**src/nsc_pkg.sv**
```systemverilog
// ============================================================================
// nsc_pkg
// Shared types and constants for the non-overlapping substring counter.
// ============================================================================
`default_nettype none

package nsc_pkg;

    localparam int PATTERN_MAX_DEF = 8;
    localparam int COUNT_WIDTH_DEF = 16;

    localparam int WINDOW_DEPTH    = 8;
    localparam int GAP_WIDTH       = 4;
    localparam int POS_WIDTH       = 16;
    localparam int FIELD_WIDTH     = 16;
    localparam int CFG_LEN_WIDTH   = 4;
    localparam int CFG_DATA_WIDTH  = 64;
    localparam int CFG_INDEX_WIDTH = 1;

    localparam logic [POS_WIDTH-1:0] POS_MAX = {POS_WIDTH{1'b1}};

    typedef enum logic [CFG_INDEX_WIDTH-1:0] {
        REG_PATTERN_BYTES  = 1'b0,
        REG_PATTERN_LENGTH = 1'b1
    } t_cfg_reg;

    typedef struct packed {
        logic [7:0] data_byte;
        logic       last_byte;
    } t_in_word;

    typedef struct packed {
        logic                   match_ends_here;
        logic [FIELD_WIDTH-1:0] match_count;
        logic                   found;
        logic [FIELD_WIDTH-1:0] first_match_position;
        logic                   string_done;
    } t_out_word;

    typedef struct packed {
        logic step;
        logic last;
    } t_step_ctl;

endpackage

`default_nettype wire

```
**src/nsc_match.sv**
```systemverilog
// ============================================================================
// nsc_match
// Parallel compare of the byte window against the pattern for every length.
// ============================================================================
`default_nettype none

module nsc_match
    import nsc_pkg::*;
#(
    parameter int PATTERN_MAX = PATTERN_MAX_DEF,
    parameter int LEN_W       = $clog2(PATTERN_MAX + 1)
) (
    input  wire logic [PATTERN_MAX-1:0][7:0]   i_window,
    input  wire logic [CFG_DATA_WIDTH-1:0]     i_pattern,
    input  wire logic [LEN_W-1:0]              i_len,
    output logic                               o_equal
);

    logic [PATTERN_MAX-1:0] cand;

    // cand[L-1]: newest L bytes equal the first L pattern bytes
    always_comb begin
        for (int l = 1; l <= PATTERN_MAX; l++) begin
            cand[l-1] = 1'b1;
            for (int k = 0; k < l; k++) begin
                if (i_window[l-1-k] != i_pattern[8*k +: 8]) begin
                    cand[l-1] = 1'b0;
                end
            end
        end
    end

    always_comb begin
        o_equal = 1'b0;
        for (int l = 1; l <= PATTERN_MAX; l++) begin
            if (i_len == LEN_W'(l)) begin
                o_equal = cand[l-1];
            end
        end
    end

endmodule

`default_nettype wire

```
**src/nsc_tracker.sv**
```systemverilog
// ============================================================================
// nsc_tracker
// Per-string state: byte window, gap since last match, count and positions.
// ============================================================================
`default_nettype none

module nsc_tracker
    import nsc_pkg::*;
#(
    parameter int PATTERN_MAX = PATTERN_MAX_DEF,
    parameter int COUNT_WIDTH = COUNT_WIDTH_DEF
) (
    input  wire logic                       i_clk,
    input  wire logic                       i_rst_n,
    input  wire t_step_ctl                  i_ctl,
    input  wire logic [7:0]                 i_byte,
    input  wire logic [CFG_DATA_WIDTH-1:0]  i_pattern,
    input  wire logic [CFG_LEN_WIDTH-1:0]   i_length,
    output t_out_word                       o_result
);

    localparam int LEN_W = $clog2(PATTERN_MAX + 1);
    localparam logic [COUNT_WIDTH-1:0] COUNT_MAX = {COUNT_WIDTH{1'b1}};

    logic [PATTERN_MAX-1:0][7:0] r_win, n_win;
    logic [GAP_WIDTH-1:0]        r_gap, n_gap;
    logic [COUNT_WIDTH-1:0]      r_count, n_count;
    logic [POS_WIDTH-1:0]        r_pos, n_pos;
    logic [POS_WIDTH-1:0]        r_first, n_first;
    logic                        r_found, n_found;

    logic [LEN_W-1:0]            len;
    logic [GAP_WIDTH-1:0]        gap;
    logic [POS_WIDTH:0]          pos_inc;
    logic                        qual;
    logic                        equal;
    logic                        hit;
    logic [COUNT_WIDTH+FIELD_WIDTH-1:0] count_ext;

    always_comb begin
        if (i_length > CFG_LEN_WIDTH'(PATTERN_MAX)) begin
            len = LEN_W'(PATTERN_MAX);
        end else begin
            len = LEN_W'(i_length);
        end
    end

    always_comb begin
        n_win[0] = i_byte;
        for (int j = 1; j < PATTERN_MAX; j++) begin
            n_win[j] = r_win[j-1];
        end
    end

    nsc_match #(
        .PATTERN_MAX (PATTERN_MAX),
        .LEN_W       (LEN_W)
    ) u_match (
        .i_window  (n_win),
        .i_pattern (i_pattern),
        .i_len     (len),
        .o_equal   (equal)
    );

    always_comb begin
        if (r_gap >= GAP_WIDTH'(WINDOW_DEPTH)) begin
            gap = GAP_WIDTH'(WINDOW_DEPTH);
        end else begin
            gap = r_gap + 1'b1;
        end
        pos_inc = {1'b0, r_pos} + 1'b1;
        qual    = (len != '0) && (gap >= GAP_WIDTH'(len))
                  && (pos_inc >= (POS_WIDTH+1)'(len));
        hit     = qual && equal;
    end

    always_comb begin
        n_gap   = hit ? '0 : gap;
        n_count = r_count;
        n_found = r_found;
        n_first = r_first;
        if (hit) begin
            if (r_count != COUNT_MAX) begin
                n_count = r_count + 1'b1;
            end
            if (!r_found) begin
                n_found = 1'b1;
                if (r_pos == POS_MAX) begin
                    n_first = POS_MAX;
                end else begin
                    n_first = POS_WIDTH'(pos_inc - (POS_WIDTH+1)'(len));
                end
            end
        end
        n_pos = (r_pos == POS_MAX) ? r_pos : pos_inc[POS_WIDTH-1:0];
    end

    assign count_ext = {{FIELD_WIDTH{1'b0}}, n_count};

    always_comb begin
        o_result.match_ends_here      = hit;
        o_result.match_count          = count_ext[FIELD_WIDTH-1:0];
        o_result.found                = n_found;
        o_result.first_match_position = n_found ? n_first : '0;
        o_result.string_done          = i_ctl.last;
    end

    always_ff @(posedge i_clk) begin
        if (!i_rst_n) begin
            r_win   <= '0;
            r_gap   <= GAP_WIDTH'(WINDOW_DEPTH);
            r_count <= '0;
            r_pos   <= '0;
            r_first <= '0;
            r_found <= 1'b0;
        end else if (i_ctl.step) begin
            if (i_ctl.last) begin
                r_win   <= '0;
                r_gap   <= GAP_WIDTH'(WINDOW_DEPTH);
                r_count <= '0;
                r_pos   <= '0;
                r_first <= '0;
                r_found <= 1'b0;
            end else begin
                r_win   <= n_win;
                r_gap   <= n_gap;
                r_count <= n_count;
                r_pos   <= n_pos;
                r_first <= n_first;
                r_found <= n_found;
            end
        end
    end

    a_found_tracks_count: assert property (@(posedge i_clk) disable iff (!i_rst_n)
        r_found == (r_count != '0))
        else $error("found flag disagrees with match count");

    a_clear_after_last: assert property (@(posedge i_clk) disable iff (!i_rst_n)
        (i_ctl.step && i_ctl.last) |=>
            (r_count == '0 && r_pos == '0 && !r_found
             && r_gap == GAP_WIDTH'(WINDOW_DEPTH)))
        else $error("string state not cleared after last byte");

    a_gap_after_hit: assert property (@(posedge i_clk) disable iff (!i_rst_n)
        (i_ctl.step && !i_ctl.last && hit) |=> (r_gap == '0 && r_found))
        else $error("gap not restarted after counted match");

endmodule

`default_nettype wire

```
**src/nonoverlapping_substring_counter_unit.sv**
```systemverilog
// An accepted word is held in the stage-1 register; its result is then registered in r_out_word.
// Throughput: one byte per cycle unless the output stalls; the window compare is combinational.
// The input register advances with the output register or when empty; an output stall reaches o_in_stall same cycle.
// Reset (i_rst_n low, synchronous) clears pattern registers and all string state.
// String state also returns to reset values after the word carrying last_byte.
// ============================================================================
// nonoverlapping_substring_counter_unit
// Counts leftmost non-overlapping pattern matches in a byte stream.
// ============================================================================
`default_nettype none

module nonoverlapping_substring_counter_unit
    import nsc_pkg::*;
#(
    parameter int PATTERN_MAX = PATTERN_MAX_DEF,
    parameter int COUNT_WIDTH = COUNT_WIDTH_DEF
) (
    input  wire logic                        i_clk,
    input  wire logic                        i_rst_n,

    input  wire logic                        i_in_valid,
    output logic                             o_in_stall,
    input  wire t_in_word                    i_in_word,

    output logic                             o_out_valid,
    input  wire logic                        i_out_stall,
    output t_out_word                        o_out_word,

    input  wire logic                        i_cfg_valid,
    output logic                             o_cfg_ready,
    input  wire logic [CFG_INDEX_WIDTH-1:0]  i_cfg_index,
    input  wire logic [CFG_DATA_WIDTH-1:0]   i_cfg_data
);

    logic [CFG_DATA_WIDTH-1:0] r_pattern_bytes;
    logic [CFG_LEN_WIDTH-1:0]  r_pattern_length;

    logic      r_s1_valid;
    t_in_word  r_s1_word;
    logic      r_out_valid;
    t_out_word r_out_word;

    logic      adv_out;
    logic      adv_in;
    t_step_ctl ctl;
    t_out_word result;

    assign o_cfg_ready = 1'b1;

    always_ff @(posedge i_clk) begin
        if (!i_rst_n) begin
            r_pattern_bytes  <= '0;
            r_pattern_length <= '0;
        end else if (i_cfg_valid && o_cfg_ready) begin
            case (t_cfg_reg'(i_cfg_index))
                REG_PATTERN_BYTES:  r_pattern_bytes  <= i_cfg_data;
                REG_PATTERN_LENGTH: r_pattern_length <= i_cfg_data[CFG_LEN_WIDTH-1:0];
                default: ;
            endcase
        end
    end

    assign adv_out    = !r_out_valid || !i_out_stall;
    assign adv_in     = !r_s1_valid || adv_out;
    assign o_in_stall = !adv_in;

    assign ctl.step = r_s1_valid && adv_out;
    assign ctl.last = r_s1_word.last_byte;

    nsc_tracker #(
        .PATTERN_MAX (PATTERN_MAX),
        .COUNT_WIDTH (COUNT_WIDTH)
    ) u_tracker (
        .i_clk     (i_clk),
        .i_rst_n   (i_rst_n),
        .i_ctl     (ctl),
        .i_byte    (r_s1_word.data_byte),
        .i_pattern (r_pattern_bytes),
        .i_length  (r_pattern_length),
        .o_result  (result)
    );

    always_ff @(posedge i_clk) begin
        if (!i_rst_n) begin
            r_s1_valid  <= 1'b0;
            r_out_valid <= 1'b0;
        end else begin
            if (adv_in) begin
                r_s1_valid <= i_in_valid;
            end
            if (adv_out) begin
                r_out_valid <= r_s1_valid;
            end
        end
    end

    always_ff @(posedge i_clk) begin
        if (adv_in && i_in_valid) begin
            r_s1_word <= i_in_word;
        end
        if (ctl.step) begin
            r_out_word <= result;
        end
    end

    assign o_out_valid = r_out_valid;
    assign o_out_word  = r_out_word;

endmodule

`default_nettype wire

```
**config.mk**
```make
export PLATFORM = sky130hd
export DESIGN_NAME = nonoverlapping_substring_counter_unit
export DESIGN_NICKNAME = d
export VERILOG_FILES = /design/src/nsc_pkg.sv /design/src/nsc_match.sv /design/src/nsc_tracker.sv /design/src/nonoverlapping_substring_counter_unit.sv
export SDC_FILE = /design/constraint.sdc
export NUM_CORES = 1
export LEC_CHECK = 0
export ABC_AREA = 1
export ABC_CLOCK_PERIOD_IN_PS = 6250
export BUFFER_PORTS_ARGS = -buffer_cell sky130_fd_sc_hd__buf_2
export CAP_MARGIN = 20
export CORE_ASPECT_RATIO = 1.75
export CORE_MARGIN = 5
export CORE_UTILIZATION = 50
export DETAILED_ROUTE_END_ITERATION = 10
export PLACE_DENSITY = 0.69
export SYNTH_ARGS = -nofsm -noshare
export SYNTH_HDL_FRONTEND = slang
export SYNTH_SLANG_ARGS = --single-unit
```
**constraint.sdc**
```tcl
create_clock -name i_clk -period 6.25 [get_ports i_clk]
set_input_delay 0.9375 -clock i_clk [delete_from_list [all_inputs] [get_ports i_clk]]
set_output_delay 0.9375 -clock i_clk [all_outputs]
set_load 0.05 [all_outputs]
```
# Yosys cells after proc, flatten, opt, wreduce, memory -nomap -nowiden
# Index checks and enable logic that the tools add are counted.
[op_classes] add_sub_neg=4 order_cmp=4 eq_ne=47 mux=60 bitwise=1 n_reduce_logical=15
[op_table] operator="inequality test 8 bit" n=36
[op_table] operator="two-way mux 16 bit" n=9
[op_table] operator="two-way mux 56 bit" n=1
[op_table] operator="two-way mux 1 bit" n=46
[op_table] operator="adder 16 x 1 -> 17 bit, second input constant" n=1
[op_table] operator="greater-or-equal comparator 17 x 4 -> 1 bit" n=1
[op_table] operator="adder 16 x 1 -> 16 bit, second input constant" n=1
[op_table] operator="equality test 16 bit, second input constant" n=1
[op_table] operator="equality test 4 x 3 -> 1 bit, second input constant" n=4
[op_table] operator="two-way mux 4 bit" n=4
[op_table] operator="inequality test 16 bit, second input constant" n=1
[op_table] operator="subtractor 16 x 4 -> 16 bit" n=1
[op_table] operator="equality test 4 x 2 -> 1 bit, second input constant" n=2
[op_table] operator="AND reduction 2 bit" n=3
[op_table] operator="logical AND 1 bit" n=5
[op_table] operator="adder 4 x 1 -> 4 bit, second input constant" n=1
[op_table] operator="equality test 4 x 1 -> 1 bit, second input constant" n=1
[op_table] operator="equality test 4 bit, second input constant" n=1
[op_table] operator="greater-or-equal comparator 4 bit" n=1
[op_table] operator="greater-or-equal comparator 4 bit, second input constant" n=1
[op_table] operator="greater-than comparator 4 bit, second input constant" n=1
[op_table] operator="zero test 1 bit" n=4
[op_table] operator="nonzero test 4 bit" n=1
[op_table] operator="logical OR 1 bit" n=2
[op_table] operator="2 further kinds" n=2
[word_totals] regBits=223 inputBits=79 wordCells=154

# Logic depth before layout (Yosys ltp)
# Gate-level depths: netlist of run 1.
[depth] word_depth=14 ltp_mapped=19 ltp_nobuf=18

# Cells and area by module
# Synthesis of run 1 repeated with hierarchy kept, for this count alone.
[hier_totals] hier_cells=2205 area_unflattened_um2=14649.0
[modules_own_cells] mod="nsc_tracker" instances=1 cells_per_inst=951 area_per_inst_um2=6089.6 seq_area_each_um2=2182.1
[modules_own_cells] mod="nonoverlapping_substring_counter_unit" instances=1 cells_per_inst=491 area_per_inst_um2=4317.9 seq_area_each_um2=2722.6
[modules_own_cells] mod="nsc_match" instances=1 cells_per_inst=763 area_per_inst_um2=4241.6 seq_area_each_um2=0.0

# Worst setup path after synthesis of run 1
# OpenSTA, ideal clock, no wires.
[synth_timing] kind="input -> register" start="in i_out_stall" end="reg u_tracker.r_win, in the netlist u_tracker.n_win[14]" t_arrival_ns=3.909 required_ns=6.180 setup_slack_ns=2.270 stages=9 path_buffers=2 path_cell_list="nand2_1 -> inv_1 -> nor2_1 -> inv_1 -> nor2_1 -> clkbuf_1 -> clkbuf_1 -> nand2_1 -> a21oi_1"
[synth_lines] item="start: declaration" line_no="nonoverlapping_substring_counter_unit.sv:26" rtl="input wire logic i_out_stall,"
[synth_lines] item="end signal: assignment" line_no="nsc_tracker.sv:125" rtl="r_win <= n_win;"
[synth_lines] item="end: declaration" line_no="nsc_tracker.sv:25" rtl="logic [PATTERN_MAX-1:0][7:0] r_win, n_win;"

==> flow_summary.yaml, run 1 <==
clock_tree:
  clock_sinks: 223
  cts_setup_buffers: 0
  hold_buffers: 0
  cts_tree: "built"
  cts_buffers: 23
  clockBufferDepth: 3
  cts-root-buf: "clkbuf_16"
  clk_pin_slew_worst_paths_ns: 0.07
  cts_resized: 0
  htreeDepth: 1
  insertion_delay_ns: 0.53
timing:
  fin_setup_tns_ns: 0
  finalCritPeriodShare_pct: 58.2
  hold_viol_final: 0
  fin_ws_ns: 2.61
  tightestPinTransition_ns: 1.07
  min_period_ns: 3.64
  setup_violations: 0
  drv_slew: 0
  slew_headroom_pct: 28.5
  grt_setup_unrepaired: "false"
  skew_ns: 0.0112
  fmax_mhz: 275
logic_synthesis:
  netlist_instances: 2102
  synth.avg_cell_area_sq_um: 6.69
  yosysUniqueCellTypes: 49
  synth_ff_type: "dfxtp_1"
  syn_nets: 2194
  ys_warn_count: 0
  synth_seq_cells: 223
  syn_area_sq_um: 14100
  ys_seq_area_share_pct: 34.9
  synth-edff-count: 44
  async_flop_share_pct: 0
grt:
  grt_pass1_wl_um: 71600
  antenna_found_initial: 0
  grt_pass1_vias: 13300
  grt_usage_pct: 29.0
  grt_max_degree: 94
  grt_remaining_overflow: 0
place:
  dp_hpwl_um: 34500
  gp_congestion: 1.02
  dp_cells: 2452
  port_buffers: 115
  pre_cts_slack_ns: 2.64
floorplanning:
  die_height_um: 232
  dieArea_sq_um: 31700
  start_util_pct: 50.4
  fp.dieW_um: 137
  core_sq_um: 27900
  rows: 81
  io_pins: 117
route:
  firstDrtPassIters: 6
  via_per_inst: 5.52
  routed_wl_um: 46400
  drt-initial-drc-count: 940
  wire_per_inst_um: 18.6
  ant_nets: 0
  vias: 13800
  drc: 0
layout:
  stdcell_count: 2494
  fin_nets: 2197
  antenna_cells: 0
  final_common_cell: "nand2_1"
  final_cell_mix: "588 x nand2_1, 208 x nor2_1, 179 x dfxtp_1, 175 x inv_1, 169 x a21oi_1"
  area_growth_pct: 8.64
  drive_above_1_share_pct: 10.1
worst_setup_path:
  critPathArrivalTime_ns: 3.91
  critPathCaptureType: "flip-flop"
  crit_fanout: 28
  cp-start-kind: "flip-flop"
  path_class: "reg2reg"
  cp.required_ns: 6.52
pwr:
  ir_drop_v: 0.000226
  power.total_mw: 3.51
  p_per_area_nw_per_um2: 230
  p_leak_nw: 6.16
min_path:
  hp-class: "reg2reg"
job:
  drv_cap: 0
run_status:
  status: "complete, no violations"
[cells by family (layout without fill, tap and decap cells)]
logic type	count (synthesis)	count (layout)	share of synthesized area, %
other cells	1	1	0.0267
simple gates	1076	1076	32.9
xor+xnor	172	172	10.8
compound gates	284	284	10.5
buf+inv	333	352	9.69
flops	223	223	34.9
fa+ha+maj	13	13	1.21
[layer usage]
metal / part of all wire, % / global-route usage [%]
met1: 36 / 30.7
met2: 51 / 52.8
met3: 5.0 / 3.01
met4: 7.9 / 19.9
met5: 0 / 0
[critical path, cell delays in order, from the launching register on]
cell     delay, ns
dfxtp_1       0.52
ha_1          0.32
xor2_1        0.24
ha_1          0.33
a21oi_1       0.17
nand2_1       0.10
nand2_1       0.13
nand3_2       0.17
nor2_4        0.21
nand3_4       0.10
nor2_4        0.11
nand2_4       0.11
nand2_4       0.09
inv_4         0.12
nand2_8       0.23
inv_4         0.07
nor2_8        0.24
nor2_1        0.10
[report_power, final]
part | internal, mW | switching [mW]
clock network | 0.756 | 0.602
logic | 0.189 | 0.350
registers | 1.51 | 0.0990
total | 2.46 | 1.05
[path summary, 6_finish.rpt]
path | slack, ns | endpoint | start | cells after the start
hold reg to reg | 0.47 | u_tracker.r_first[14] | u_tracker.r_first[14] | 2
setup reg to reg | 2.61 | o_out_word[7] | u_tracker.r_pos[0] | 17
hold / removal | 0.47 | u_tracker.r_first[14] | u_tracker.r_first[14] | 2
setup / recovery | 2.61 | o_out_word[7] | u_tracker.r_pos[0] | 17
[area by class of cell]
| class | count | area, sq um |
|---|---|---|
| tap | 373 | 467 |
| timing repair buffer | 124 | 663 |
| sequential | 223 | 4900 |
| clock buffer | 28 | 626 |
| multi-input combinational | 1546 | 7800 |
| clock inverter | 13 | 97.6 |
| fill | 2766 | 12600 |
| inverter | 187 | 708 |
[cell usage after synthesis, types with 5 or more instances]
cell type	instances	share of area [%]
xor2_1	50	3.1
xnor2_1	121	7.5
o22ai_1	6	0.27
nor2_1	210	5.6
ha_1	12	1.1
nand2_1	588	16
nand3_1	131	4.7
clkbuf_1	78	2.1
a21oi_1	169	6.0
buf_2	60	2.1
nand2_2	6	0.27
inv_1	177	4.7
and2_1	16	0.71
o21ai_0	94	3.3
or2_2	19	0.85
nor2_4	5	0.40
inv_2	6	0.16
dfxtp_1	179	25
nand4_1	62	2.8
nor3_1	22	0.78
edfxtp_1	44	9.4
[state kept, by name (all words and copies together), names as in the netlist]
| signal | count |
|---|---|
| r_s1_valid | 1 |
| u_tracker.r_found | 1 |
| u_tracker.r_pos | 16 |
| r_s1_word | 8 |
| u_tracker.r_gap | 4 |
| u_tracker.r_count | 16 |
| u_tracker.n_win | 56 |
| r_pattern_bytes | 64 |
| r_pattern_length | 4 |
| ctl | 1 |
| u_tracker.r_first | 16 |
| o_out_word | 35 |
| o_out_valid | 1 |
[through the flow]
stage                     hold WS [ns]  util (%)  cell area [sq um]
after floorplan                  0.445         -              14100
after global placement           0.452      52.1              14500
after detailed placement         0.456      52.1              14500
after CTS                        0.466      54.7              15200
after global routing             0.488      54.8              15300
final                            0.468      54.8              15300
No activity file was read; power rests on OpenSTA's default activity.
==> run 2: changes to the inputs <==
- ABC_AREA: 1 -> 0
- ABC_CLOCK_PERIOD_IN_PS: 6250 -> 3020
- PLACE_DENSITY: 0.69 -> 0.71
- clock period: 6.25 -> 3.02 ns (I/O delays scaled with it)
==> flow_summary.yaml, run 2 <==
logic_synthesis:
  synth.most_common_cell: "nand2_1"
  ys_seq_area_share_pct: 34.6
  netlist_instances: 1665
  syn_area_sq_um: 14200
  synth_ff_type: "dfxtp_1"
  async_flop_share_pct: 0
  syn_nets: 1757
  synthTopCellsByArea: "dfxtp_1 25%, xor2_1 11%, edfxtp_1 9.3%"
  synth_seq_cells: 223
  synth-edff-count: 44
  synthTopCellsByCount: "254 x nand2_1, 184 x xor2_1, 179 x dfxtp_1"
  synth_top_area_share_pct: 25.2
  yosysTopAreaCell: "dfxtp_1"
  yosysUniqueCellTypes: 79
  synth.avg_cell_area_sq_um: 8.53
  ys_warn_count: 0
place:
  dp_cells: 2352
  gp_congestion: 1.08
  port_buffers: 115
  dp_hpwl_um: 47100
  pre_cts_slack_ns: -0.811
worst_setup_path:
  reg2reg_to: "u_tracker.r_first[12]"
  critPathArrivalTime_ns: 3.75
  critPathCaptureType: "flip-flop"
  path_class: "reg2reg"
  cp-start-kind: "flip-flop"
  reg2reg_setup_slack_ns: -0.32
  crit_fanout: 6
  r2r_start: "u_tracker.r_pos[0]"
  r2r.worst_path.cells: 15
  cp.required_ns: 3.44
run_status:
  status: "finished with violations"
  violations: "negative setup slack"
clock_tree:
  cts_buffers: 23
  cts_tree: "built"
  clk_pin_slew_worst_paths_ns: 0.07
  insertion_delay_ns: 0.54
  htreeDepth: 1
  clockBufferDepth: 3
  clock_sinks: 223
  cts-root-buf: "clkbuf_16"
layout:
  fin_nets: 2134
  final_common_cell: "buf_4"
  largest_reg_flops: 64
  final_cell_mix: "367 x buf_4, 250 x nand2_1, 178 x xor2_1, 173 x dfxtp_1, 128 x xnor2_1"
  drive_above_1_share_pct: 32.5
  final_util_pct: 68.7
  fill_cells: 2325
  stdcell_count: 2432
  largest_register: "r_pattern_bytes"
  area_growth_pct: 35.3
floorplanning:
  dieArea_sq_um: 32000
  io_pins: 117
  fp.dieW_um: 137
  start_util_pct: 50.7
  die_height_um: 233
  core_sq_um: 28000
  rows: 81
route:
  vias: 14100
  routed_wl_um: 61800
  drt-initial-drc-count: 1056
  drc: 0
  via_per_inst: 5.81
  firstDrtPassIters: 7
  wire_per_inst_um: 25.4
  ant_nets: 0
grt:
  grt_remaining_overflow: 0
  grt_usage_pct: 38.0
  grt_pass1_wl_um: 88700
  grt_pass1_vias: 14200
  antenna_found_initial: 1
  grt_max_degree: 65
timing:
  fmax_mhz: 300
  skew_ns: 0.0123
  hold_viol_final: 0
  slew_headroom_pct: 40.6
  min_period_ns: 3.34
  drv_slew: 0
  finalCritPeriodShare_pct: 111
  tightestPinTransition_ns: 0.889
  setup_violations: 70
  fin_ws_ns: -0.317
  fin_setup_tns_ns: -12.87
  grt_setup_unrepaired: "true"
min_path:
  min_path_cells: 1
  whs_endpoint: "ctl[0]"
  min_from: "i_in_word[0]"
  hp-class: "in2reg"
pwr:
  p_leak_nw: 8.38
  p_per_area_nw_per_um2: 390
  ir_drop_v: 0.000431
job:
  drv_cap: 0
run 2: cell count changes after synthesis, moves of 58 or more:
cell      change
a21boi_0    +125
a21oi_1     -147
inv_1       -149
nand2_1     -334
nand3_1     -100
nand3b_1     +58
nor2_1      -155
o21ai_0      -74
xor2_1      +134
run 2: cell families after synthesis:
kind of cell	Yosys count	synth area share [%]
flops	223	34.6
fa+ha+maj	13	1.20
compound gates	274	14.6
xor+xnor	318	19.6
mux	10	0.767
simple gates	627	22.8
other cells	1	0.0264
buf+inv	199	6.43
run 2: critical path: stages (launching register included):
cell	delay (ns)
dfxtp_4	0.37
and2_4	0.16
nand2_4	0.05
xnor2_2	0.14
ha_1	0.31
o21a_1	0.12
o31a_1	0.23
a2111oi_4	0.06
nand3b_1	0.18
nor4b_4	0.06
buf_4	0.16
a221oi_4	0.36
buf_4	0.19
o211ai_4	0.08
or3_4	0.46
o221a_1	0.28
run 2: what timing repair did:
| action | in CTS | in global routing |
|---|---|---|
| resized for setup | 58 | 64 |
| pin swaps | 28 | 30 |
| buffers inserted | 16 | 23 |
| gates cloned | 1 | 0 |
| hold buffers | 0 | 0 |
| endpoints found under the setup margin | 71 | 71 |
run 2: cell type report:
class	count	area [sq um]	area share, %
clock buffer	33	633	3.30
timing repair buffer	523	4050	21.1
multi-input combinational	1243	8950	46.6
inverter	28	106	0.554
tap	373	467	2.43
antenna	1	2.50	0.0130
clock inverter	8	77.6	0.404
sequential	223	4910	25.6
run 2: power by group:
part	switching [mW]	leakage, nW	total, mW	internal [mW]
Combinational	0.860	6.16	1.49	0.629
Clock	1.27	0.342	2.82	1.55
Sequential	0.0742	1.87	3.18	3.11
run 2: stage by stage:
stage	instance area, sq um	total power [mW]	hold slack [ns]
3_3_place_gp	17500	4.60	0.439
2_1_floorplan	14300	3.93	0.424
4_1_cts	18700	7.43	0.0790
5_1_grt	19200	7.72	0.0821
6_report	19200	7.49	0.0976
3_5_place_dp	17500	4.60	0.447
run 2: worst max-delay path by stage:
stage / to / slack, ns / startpoint / cells after the start
5_1_grt: u_tracker.r_count[10] / -0.44 / u_tracker.r_pos[0] / 17
6_report: u_tracker.r_first[12] / -0.32 / u_tracker.r_pos[0] / 15
3_5_place_dp: o_out_word[24] / -0.81 / r_pattern_bytes[12] / 11
3_3_place_gp: o_out_word[30] / -0.73 / r_pattern_bytes[12] / 10
2_1_floorplan: o_out_word[33] / -0.20 / u_tracker.r_pos[0] / 14
4_1_cts: u_tracker.r_count[5] / -0.36 / u_tracker.r_pos[0] / 16
run 2: metal layers:
layer  global-route usage (%)  wire length, um
met1                     36.9            20100
met2                     65.6            30700
met3                     5.80             3280
met4                     38.1             7740
met5                        0                0
==> run 3: changes to the inputs <==
- BUFFER_PORTS_ARGS: -buffer_cell sky130_fd_sc_hd__buf_2 -> -buffer_cell sky130_fd_sc_hd__buf_4
- CAP_MARGIN: 20 -> 25
==> flow_summary.yaml, run 3 (synthesis gave the netlist of run 2 again) <==
timing:
  hold_ws_ns: 0.0833
  drv_slew: 0
  fin_setup_tns_ns: -22.29
  tightestPinTransition_ns: 0.977
  hold_viol_final: 0
  skew_ns: 0.0154
  finalCritPeriodShare_pct: 119
  setup_violations: 71
  slew_headroom_pct: 34.9
  fin_ws_ns: -0.562
  grt_setup_unrepaired: "true"
  fmax_mhz: 279
  min_period_ns: 3.58
floorplanning:
  io_pins: 117
  rows: 81
  core_sq_um: 28000
  die_height_um: 233
  dieArea_sq_um: 32000
  fp.dieW_um: 137
  start_util_pct: 50.7
worst_setup_path:
  reg2reg_to: "u_tracker.r_first[13]"
  path_class: "reg2reg"
  crit_fanout: 4
  critPathCaptureType: "flip-flop"
  reg2reg_setup_slack_ns: -0.56
  r2r_start: "u_tracker.r_pos[0]"
  cp-start-kind: "flip-flop"
  critPathArrivalTime_ns: 4.07
  r2r.worst_path.cells: 15
  cp.required_ns: 3.51
grt:
  grt_pass1_wl_um: 92400
  grt_usage_pct: 39.5
  antenna_found_initial: 1
  grt_max_degree: 99
  grt_remaining_overflow: 0
  grt_pass1_vias: 14600
pwr:
  power.share.combinational_pct: 20.5
  p_sw_share_pct: 29.0
  ir_drop_v: 0.000526
  p_leak_nw: 8.72
  pwr-share-seq_pct: 40.3
  p_switching_mw: 2.29
  intPower_mw: 5.61
  clockPowerShare_pct: 39.2
  p_per_area_nw_per_um2: 391
  power.total_mw: 7.90
clock_tree:
  cts_tree: "built"
  clockBufferDepth: 3
  clock_sinks: 223
  hold_buffers: 0
  insertion_delay_ns: 0.55
  htreeDepth: 1
  cts_buffers: 23
  cts-root-buf: "clkbuf_16"
  clk_pin_slew_worst_paths_ns: 0.07
min_path:
  hp-class: "in2reg"
  min_from: "i_in_word[4]"
  whs_endpoint: "r_s1_word[4]"
  min_path_cells: 1
run_status:
  status: "finished with violations"
  violations: "negative setup slack"
route:
  routed_wl_um: 66700
  ant_nets: 0
  vias: 14600
  wire_per_inst_um: 27.4
  firstDrtPassIters: 6
  drc: 0
  via_per_inst: 6.00
  drt-initial-drc-count: 1265
layout:
  antenna_cells: 0
  drive_above_1_share_pct: 34.0
  fill_cells: 2075
  largest_reg_flops: 64
  final_cell_mix: "452 x buf_4, 250 x nand2_1, 178 x xor2_1, 170 x dfxtp_1, 127 x xnor2_1"
  area_growth_pct: 42.3
  multi_input_area_sq_um: 9350
  largest_register: "r_pattern_bytes"
  final_common_cell: "buf_4"
  fin_nets: 2134
  seq_area_sq_um: 4920
  final_util_pct: 72.2
job:
  drv_cap: 0
place:
  gp_congestion: 1.06
  port_buffers: 115
  pre_cts_slack_ns: -0.595
  dp_hpwl_um: 46900
run 3: power groups by stage:
stage,Sequential [mW],Combinational [mW],Clock (mW)
final,3.18,1.62,3.10
after global routing,3.19,1.69,3.24
after CTS,3.18,1.51,3.11
after detailed placement,3.24,1.43,0
after global placement,3.24,1.43,0
after floorplan,3.27,0.668,0
run 3: worst max path at each step:
stage,slack [ns],from,cells after the start,endpoint
CTS,-0.35,u_tracker.r_pos[1],16,u_tracker.r_count[5]
finish,-0.56,u_tracker.r_pos[0],15,u_tracker.r_first[13]
global placement,-0.67,u_tracker.n_win[60],10,o_out_word[30]
global route,-0.76,u_tracker.r_pos[1],16,u_tracker.r_first[13]
floorplan,-0.20,u_tracker.r_pos[0],14,o_out_word[33]
detailed placement,-0.59,u_tracker.n_win[60],10,o_out_word[30]
run 3: final cells by class:
class | instances | area share (%)
clock buffers | 30 | 3.08
well taps | 373 | 2.31
multi-input cells | 1243 | 46.3
repair buffers | 523 | 22.6
clock inverters | 12 | 0.818
flip-flops and latches | 223 | 24.4
inverters | 28 | 0.527
run 3: per-layer routing:
layer  wire, um  vias up  track usage, %
li1           -     6457               -
met1      21400     6981            39.0
met2      33300      787            70.6
met3       3960      370            5.30
met4       8050        2            34.2
met5         14        -               0
run 3: what timing repair did:
action | CTS | global route
cloned | 1 | 1
endpoints found under the setup margin | 71 | 71
pin swaps | 33 | 55
gates resized for setup | 101 | 105
buffers inserted | 28 | 15
run 3: per-stage QoR:
step	instance area, sq um	std cells
floorplan	14300	1665
global placement	17900	2348
detailed placement	17900	2348
CTS	19500	2419
global route	20200	2432
finish	20200	2432
run 3: worst max-delay path, cell delays in order (launching register included):
cell and delay, ns:
dfxtp_4 0.36, ha_4 0.16, xor2_1 0.15, ha_1 0.31, o21a_1 0.18, o31a_1 0.14
a2111oi_4 0.28, nand3b_1 0.22, buf_4 0.18, buf_4 0.12, buf_4 0.13, nor2_1 0.17
xor2_2 0.35, nor2_1 0.24, o31ai_4 0.32, o211a_1 0.20
